`config.mk`:
```
export PLATFORM = sky130hd
export DESIGN_NAME = sorted_list_table_flat
export DESIGN_NICKNAME = d
export VERILOG_FILES = /design/src/slt_pkg.sv /design/src/slt_if.sv /design/src/slt_cell.sv /design/src/sorted_list_table.sv /design/src/flat_wrapper.sv
export SDC_FILE = /design/constraint.sdc
export NUM_CORES = 2
export LEC_CHECK = 0
export BUFFER_PORTS_ARGS = -buffer_cell sky130_fd_sc_hd__clkbuf_2
export CAP_MARGIN = 20
export CORE_MARGIN = 2
export CORE_UTILIZATION = 67
export CTS_BUF_LIST = sky130_fd_sc_hd__clkbuf_8
export CTS_CLUSTER_DIAMETER = 60
export CTS_CLUSTER_SIZE = 10
export DETAILED_ROUTE_END_ITERATION = 8
export GPL_ROUTABILITY_DRIVEN = 0
export HOLD_SLACK_MARGIN = 0.06
export PLACE_DENSITY = 0.95
export SYNTH_ARGS = -nofsm -noshare
export SYNTH_HDL_FRONTEND = slang
export SYNTH_HIERARCHICAL = 1
export SYNTH_SLANG_ARGS = --single-unit
```
`constraint.sdc`:
```
create_clock -name clk -period 11.6 [get_ports clk]
set_input_delay 3.48 -clock clk [delete_from_list [all_inputs] [get_ports clk]]
set_output_delay 3.48 -clock clk [all_outputs]
set_load 0.03 [all_outputs]
```
`src/slt_pkg.sv`:
```
package slt_pkg;

  localparam int DEPTH = 16;
  localparam int KEY_W = 32;
  localparam int CNT_W = $clog2(DEPTH + 1);

  typedef enum logic [1:0] {
    OP_INSERT = 2'd0,
    OP_SEARCH = 2'd1,
    OP_DELETE = 2'd2,
    OP_NONE   = 2'd3
  } slt_op_t;

  typedef enum logic [1:0] {
    ST_DONE   = 2'd0,
    ST_FULL   = 2'd1,
    ST_ABSENT = 2'd2
  } slt_status_t;

  typedef enum logic {
    S_IDLE = 1'b0,
    S_EXEC = 1'b1
  } slt_state_t;

  // Broadcast from the sequencer to every cell.
  typedef struct packed {
    logic                     compare;
    logic                     commit;
    logic                     ins_ok;
    slt_op_t                  op;
    logic signed [KEY_W-1:0]  key;
  } slt_ctrl_t;

  // What a cell shows its neighbors.
  typedef struct packed {
    logic                     valid;
    logic                     lt;
    logic                     eq;
    logic signed [KEY_W-1:0]  key;
  } slt_link_t;

endpackage

```
`src/slt_if.sv`:
```
interface slt_in_if;
  logic                                  valid;
  logic                                  ready;
  logic [1:0]                            req_type;
  logic signed [slt_pkg::KEY_W-1:0]      key;

  modport source (output valid, output req_type, output key, input ready);
  modport sink   (input valid, input req_type, input key, output ready);
endinterface

interface slt_out_if;
  logic       valid;
  logic       ready;
  logic       found;
  logic [1:0] status;
  logic [4:0] entry_count;

  modport source (output valid, output found, output status, output entry_count, input ready);
  modport sink   (input valid, input found, input status, input entry_count, output ready);
endinterface

```
`src/slt_cell.sv`:
```
module slt_cell (
  input  logic               clk,
  input  logic               rst_n,
  input  slt_pkg::slt_ctrl_t ctrl,
  input  slt_pkg::slt_link_t left,
  input  slt_pkg::slt_link_t right,
  output slt_pkg::slt_link_t self,
  output logic               first_eq
);

  logic signed [slt_pkg::KEY_W-1:0] key_r, key_nxt;
  logic                             valid_r, valid_nxt;
  logic                             lt_r, eq_r;
  logic                             do_shift;

  assign self.valid = valid_r;
  assign self.lt    = lt_r;
  assign self.eq    = eq_r;
  assign self.key   = key_r;

  // Keys are sorted, so equal keys sit together: the first one has no equal on its left.
  assign first_eq = eq_r && !left.eq;

  always_comb begin
    key_nxt   = key_r;
    valid_nxt = valid_r;
    do_shift  = 1'b0;
    case (ctrl.op)
      slt_pkg::OP_INSERT: begin
        if (ctrl.ins_ok && !lt_r) begin
          if (left.lt) begin
            key_nxt   = ctrl.key;
            valid_nxt = 1'b1;
          end else begin
            key_nxt   = left.key;
            valid_nxt = left.valid;
          end
        end
      end
      slt_pkg::OP_DELETE: begin
        // ins_ok carries the global hit flag for a delete
        do_shift = ctrl.ins_ok && valid_r && !lt_r;
        if (do_shift) begin
          key_nxt   = right.key;
          valid_nxt = right.valid;
        end
      end
      default: begin
        key_nxt   = key_r;
        valid_nxt = valid_r;
      end
    endcase
  end

  always_ff @(posedge clk) begin
    if (!rst_n) begin
      valid_r <= 1'b0;
      lt_r    <= 1'b0;
      eq_r    <= 1'b0;
    end else begin
      if (ctrl.compare) begin
        lt_r <= valid_r && (key_r < ctrl.key);
        eq_r <= valid_r && (key_r == ctrl.key);
      end
      if (ctrl.commit) begin
        valid_r <= valid_nxt;
      end
    end
  end

  always_ff @(posedge clk) begin
    if (ctrl.commit) begin
      key_r <= key_nxt;
    end
  end

endmodule

```
`src/sorted_list_table.sv`:
```
// Sorted key table built as a row of cells, one stored key per cell.
// in_ch takes one request (req_type, key): insert, search or delete.
// out_ch gives one result per request: found, status and entry_count,
// the number of stored keys after the request (low 5 bits).
// An item is taken at a clock edge with valid and ready both high.
// A request is compared in every cell at once at the edge that takes it
// (the compare pass); the cell row makes its shift pass at the commit
// edge, and the result is valid after that edge.
// Insert shifts the keys at or above the new key one cell right, delete
// shifts the keys after the first match one cell left; a full table drops the insert.
// If the receiver stalls, the result is held and the pending request
// waits in the commit step; a new request is accepted once it commits.
// Synchronous active-low reset empties the table and drops any result.
module sorted_list_table (
  input  logic             clk,
  input  logic             rst_n,
  slt_in_if.sink           in_ch,
  slt_out_if.source        out_ch
);

  localparam int LAST = slt_pkg::DEPTH - 1;

  slt_pkg::slt_state_t               state_r, state_nxt;
  slt_pkg::slt_op_t                  op_r;
  logic signed [slt_pkg::KEY_W-1:0]  key_r;
  logic [slt_pkg::CNT_W-1:0]         count_r, count_nxt;
  logic                              out_valid_r;
  logic                              found_r, found_nxt;
  slt_pkg::slt_status_t              status_r, status_nxt;
  logic [4:0]                        entry_r;
  logic [31:0]                       count_ext;

  logic                              in_fire, commit, full, hit;
  slt_pkg::slt_ctrl_t                ctrl;
  slt_pkg::slt_link_t                link [slt_pkg::DEPTH];
  slt_pkg::slt_link_t                lnk_l [slt_pkg::DEPTH];
  slt_pkg::slt_link_t                lnk_r [slt_pkg::DEPTH];
  logic [slt_pkg::DEPTH-1:0]         first_eq;

  assign in_ch.ready = (state_r == slt_pkg::S_IDLE);
  assign in_fire     = in_ch.valid && in_ch.ready;
  assign commit      = (state_r == slt_pkg::S_EXEC) && (!out_valid_r || out_ch.ready);
  assign full        = (count_r == slt_pkg::CNT_W'(slt_pkg::DEPTH));
  assign hit         = |first_eq;

  always_comb begin
    ctrl.compare = in_fire;
    ctrl.commit  = commit;
    ctrl.op      = in_fire ? slt_pkg::slt_op_t'(in_ch.req_type) : op_r;
    ctrl.key     = in_fire ? in_ch.key : key_r;
    ctrl.ins_ok  = (op_r == slt_pkg::OP_DELETE) ? hit : !full;
    if (!commit) begin
      ctrl.op = slt_pkg::OP_NONE;
    end
  end

  genvar g;
  generate
    for (g = 0; g < slt_pkg::DEPTH; g++) begin : g_cell
      if (g == 0) begin : g_first
        assign lnk_l[g] = '{valid: 1'b1, lt: 1'b1, eq: 1'b0, key: '0};
      end else begin : g_mid_l
        assign lnk_l[g] = link[g-1];
      end
      if (g == LAST) begin : g_last
        assign lnk_r[g] = '{valid: 1'b0, lt: 1'b0, eq: 1'b0, key: '0};
      end else begin : g_mid_r
        assign lnk_r[g] = link[g+1];
      end
      slt_cell u_cell (
        .clk      (clk),
        .rst_n    (rst_n),
        .ctrl     (ctrl),
        .left     (lnk_l[g]),
        .right    (lnk_r[g]),
        .self     (link[g]),
        .first_eq (first_eq[g])
      );
    end
  endgenerate

  always_comb begin
    state_nxt  = state_r;
    count_nxt  = count_r;
    found_nxt  = 1'b0;
    status_nxt = slt_pkg::ST_DONE;
    case (state_r)
      slt_pkg::S_IDLE: begin
        if (in_fire) begin
          state_nxt = slt_pkg::S_EXEC;
        end
      end
      slt_pkg::S_EXEC: begin
        if (commit) begin
          state_nxt = slt_pkg::S_IDLE;
        end
      end
      default: state_nxt = slt_pkg::S_IDLE;
    endcase
    case (op_r)
      slt_pkg::OP_INSERT: begin
        if (full) begin
          status_nxt = slt_pkg::ST_FULL;
        end else begin
          count_nxt = count_r + 1'b1;
        end
      end
      slt_pkg::OP_SEARCH: begin
        found_nxt  = hit;
        status_nxt = hit ? slt_pkg::ST_DONE : slt_pkg::ST_ABSENT;
      end
      slt_pkg::OP_DELETE: begin
        found_nxt  = hit;
        status_nxt = hit ? slt_pkg::ST_DONE : slt_pkg::ST_ABSENT;
        if (hit) begin
          count_nxt = count_r - 1'b1;
        end
      end
      default: begin
        found_nxt  = 1'b0;
        status_nxt = slt_pkg::ST_DONE;
      end
    endcase
  end

  assign count_ext = 32'(count_nxt);

  always_ff @(posedge clk) begin
    if (!rst_n) begin
      state_r     <= slt_pkg::S_IDLE;
      count_r     <= '0;
      out_valid_r <= 1'b0;
    end else begin
      state_r <= state_nxt;
      if (commit) begin
        count_r     <= count_nxt;
        out_valid_r <= 1'b1;
      end else if (out_ch.ready) begin
        out_valid_r <= 1'b0;
      end
    end
  end

  always_ff @(posedge clk) begin
    if (in_fire) begin
      op_r  <= slt_pkg::slt_op_t'(in_ch.req_type);
      key_r <= in_ch.key;
    end
    if (commit) begin
      found_r  <= found_nxt;
      status_r <= status_nxt;
      entry_r  <= count_ext[4:0];
    end
  end

  assign out_ch.valid       = out_valid_r;
  assign out_ch.found       = found_r;
  assign out_ch.status      = status_r;
  assign out_ch.entry_count = entry_r;

  a_count_bound: assert property (@(posedge clk) disable iff (!rst_n)
    count_r <= slt_pkg::CNT_W'(slt_pkg::DEPTH))
    else $error("key count above table depth");

  a_one_first: assert property (@(posedge clk) disable iff (!rst_n)
    (state_r == slt_pkg::S_EXEC) |-> $onehot0(first_eq))
    else $error("more than one first match in the cell row");

  a_full_drop: assert property (@(posedge clk) disable iff (!rst_n)
    (commit && op_r == slt_pkg::OP_INSERT && full) |=> $stable(count_r))
    else $error("dropped insert changed the count");

  a_exec_next: assert property (@(posedge clk) disable iff (!rst_n)
    in_fire |=> (state_r == slt_pkg::S_EXEC))
    else $error("accepted request did not enter the commit step");

  a_miss_keep: assert property (@(posedge clk) disable iff (!rst_n)
    (commit && op_r != slt_pkg::OP_INSERT && !hit) |=> $stable(count_r))
    else $error("count changed without a matching key");

endmodule
```
`src/flat_wrapper.sv`:
```
// flat-port wrapper written by rule: the top's interface ports become plain ports
module sorted_list_table_flat 
  (clk, rst_n, in_ch_valid, in_ch_req_type, in_ch_key, in_ch_ready, out_ch_valid, out_ch_found, out_ch_status, out_ch_entry_count, out_ch_ready);
  slt_in_if in_ch_i ();
  slt_out_if out_ch_i ();
  input  logic clk;
  input  logic rst_n;
  input wire logic [$bits(in_ch_i.valid)-1:0] in_ch_valid;
  input wire logic [$bits(in_ch_i.req_type)-1:0] in_ch_req_type;
  input wire logic [$bits(in_ch_i.key)-1:0] in_ch_key;
  output wire logic [$bits(in_ch_i.ready)-1:0] in_ch_ready;
  output wire logic [$bits(out_ch_i.valid)-1:0] out_ch_valid;
  output wire logic [$bits(out_ch_i.found)-1:0] out_ch_found;
  output wire logic [$bits(out_ch_i.status)-1:0] out_ch_status;
  output wire logic [$bits(out_ch_i.entry_count)-1:0] out_ch_entry_count;
  input wire logic [$bits(out_ch_i.ready)-1:0] out_ch_ready;
  assign in_ch_i.valid = in_ch_valid;
  assign in_ch_i.req_type = in_ch_req_type;
  assign in_ch_i.key = in_ch_key;
  assign in_ch_ready = in_ch_i.ready;
  assign out_ch_valid = out_ch_i.valid;
  assign out_ch_found = out_ch_i.found;
  assign out_ch_status = out_ch_i.status;
  assign out_ch_entry_count = out_ch_i.entry_count;
  assign out_ch_i.ready = out_ch_ready;
  sorted_list_table u_core (.clk(clk), .rst_n(rst_n), .in_ch(in_ch_i), .out_ch(out_ch_i));
endmodule
```
==> results_dict.tcl <==
set metrics [dict create \
    dp_hpwl_um 80800 \
    seqPwrFrac_pct 47.6 \
    internal_power_mw 3.40 \
    insertion_delay_ps 710 \
    p_sw_share_pct 33.2 \
    grt_max_degree 71 \
    wirelength_um 114000 \
    worstMarginPinSlew_ps 1180 \
    die_w_um 259 \
    power_frac_comb_pct 25.1 \
    cts_tree "built" \
    initial_utilization_pct 67.7 \
    finalSetupViolations 0 \
    final_cells 5543 \
    fin_area_um2 45900 \
    grt.total_usage_pct 33.1 \
    p_sw_mw 1.69 \
    clockBufferDepth 3 \
    rsz0062_at_grt "no" \
    dr_wl_met3_um 9920 \
    path_class "primary input to register" \
    dr.pass1.iters 9 \
    fin_ws_ps 4510 \
    viasPerCell 6.54 \
    drive_gt1_share_pct 6.21 \
    hp-class "register to register" \
    pwr-share-clk_pct 27.3 \
    p_leak_nw 17.9 \
    dp.cells 5425 \
    finalCriticalPeriod_ps 7090 \
    nets 5199 \
    post-place-ws_ps 3990 \
    num-fill-cells 4172 \
    vias 36300 \
    ctsResizeCount 0 \
    post_cts_buffers 0 \
    drt-initial-drc-count 4439 \
    die_h_um 259 \
    max_freq_ghz 0.141 \
    power.density_nw_per_um2 111 \
    finClkSkew_ps 39.6 \
    hold_ws_ps 487 \
    finalHoldViolations 0 \
    syn2layout_area_growth_pct 5.30 \
    netlist_area_um2 43600 \
    clkTransAtPathRegs_ps 80 \
    cts_hold_buf 0 \
    crit_arrival_ps 7690 \
    numPortBuffers 47 \
    dieArea_um2 67200 \
    grt_pass1_wl_um 181000 \
    topRoutingLayerUsed "met4" \
    cts_made_buffers 70 \
    drc 1 \
    wl_met1_um 43300 \
    crit_fanout 58 \
    synthCells 4646 \
    start_kind "primary input" \
    post-route-period-util_pct 61.1 \
    avgSynthCellArea_um2 9.39 \
    multi_input_area_um2 23600 \
    dpl_cell_area_um2 44700 \
    htree_levels 3 \
    max-cap-violations 0 \
    setup_tns_ps 0 \
    core_um2 64500 \
    maxSlewHeadroom_pct 21.6 \
    wl_met2_um 53700 \
    antenna_left 0 \
    cts_root_buf "clkbuf_8" \
    regArea_um2 17400 \
    wl_per_cell_um 20.5 \
    io-pin-count 48 \
    gr-total-overflow 0 \
    failed_checks "design-rule violations" \
    first_global_vias 35800 \
    outcome "complete, but fails checks" \
    cp.required_ps 12200 \
    antenna_found_initial 2 \
    ys_warn_count 6 \
    cts.sinks 609 \
    rows 93 \
    irDropWorstVdd_mv 0.0938 \
    worst_setup_path_end_kind "register" \
    drv_slew 0 \
]
[state kept, by name, indices dropped and copies added (netlist names), 2 cells and up]
| name | cells |
|---|---|
| u_core/count_r | 5 |
| u_core/g_cell.u_cell/eq_r | 16 |
| u_core/g_cell.u_cell/key_r | 512 |
| u_core/g_cell.u_cell/lt_r | 16 |
| u_core/g_cell.u_cell/valid_r | 16 |
| u_core/key_r | 32 |
| u_core/op_r | 2 |
| u_core/out_ch.entry_count | 5 |
| u_core/out_ch.status | 2 |
[cell usage in the layout (no fill, tap or decap), types with 3 or more instances in the layout]
master and n:
nor2_1 117, dfxtp_2 15, nor2b_1 50, or4b_1 16, o211ai_1 18, and3_1 3, nor4_1 32, o21ai_0 23
nand3_1 83, inv_1 576, nand2b_1 17, a21oi_1 215, o31a_1 16, nor2b_4 17, a21o_1 16, a21boi_1 16
a22oi_1 17, mux2i_1 529, dfxtp_1 74, a221o_1 16, a21boi_2 16, nand4_1 113, buf_4 45, a211oi_1 17
edfxtp_1 520, conb_1 68, mux2_2 32, nand2_1 710, or4_1 3, clkbuf_8 71, a2111oi_2 17, clkbuf_2 47
a21oi_2 16, o21bai_1 16, o21ai_1 560, ha_1 517, nor3_1 17
[power groups by stage]
stage	Clock, mW	Combinational [mW]	Sequential, mW
after global placement	0	1.11	2.47
after detailed placement	0	1.22	2.47
final	1.39	1.28	2.42
after CTS	1.39	1.24	2.42
after global routing	1.47	1.41	2.43
after floorplan	0	0.867	2.47
[through the flow]
step / total power, mW / util [%]
floorplan: 3.34 / -
global placement: 3.58 / 69.4
detailed placement: 3.69 / 69.4
CTS: 5.05 / 71.2
global route: 5.31 / 71.3
finish: 5.09 / 71.3
[metal layers]
metal | vias up | global-route usage [%]
met1 | 17100 | 41.3
met3 | 493 | 4.74
met5 | - | 0
li1 | 16400 | -
met2 | 2199 | 55.1
met4 | 0 | 19.3
[layout make-up]
type	instances	area share, %
multi-input combinational	3332	51.5
sequential	609	37.9
inverter	537	4.39
tap	855	2.33
clock buffer	71	2.13
timing repair buffer	94	1.37
clock inverter	43	0.390
antenna	2	0.0109
[critical path, stage by stage]
cell	delay (ps)
clkbuf_2	90
nor2b_4	490
buf_4	800
mux2_2	820
inv_1	160
ha_1	380
nand4_1	240
nor4_1	760
o31a_1	260
or4b_1	110
nand2_1	40
[worst paths after layout]
check        slack (ps)                    startpoint  depth (start not counted)                       endpoint
max reg2reg        6960                u_core/state_r                         10  u_core/g_cell[13].u_cell/lt_r
max                4510                   in_ch_valid                         11  u_core/g_cell[13].u_cell/lt_r
min reg2reg         490  u_core/g_cell[6].u_cell/eq_r                          2   u_core/g_cell[6].u_cell/eq_r
min                 490  u_core/g_cell[6].u_cell/eq_r                          2   u_core/g_cell[6].u_cell/eq_r
No activity file was read; power rests on OpenSTA's default activity.
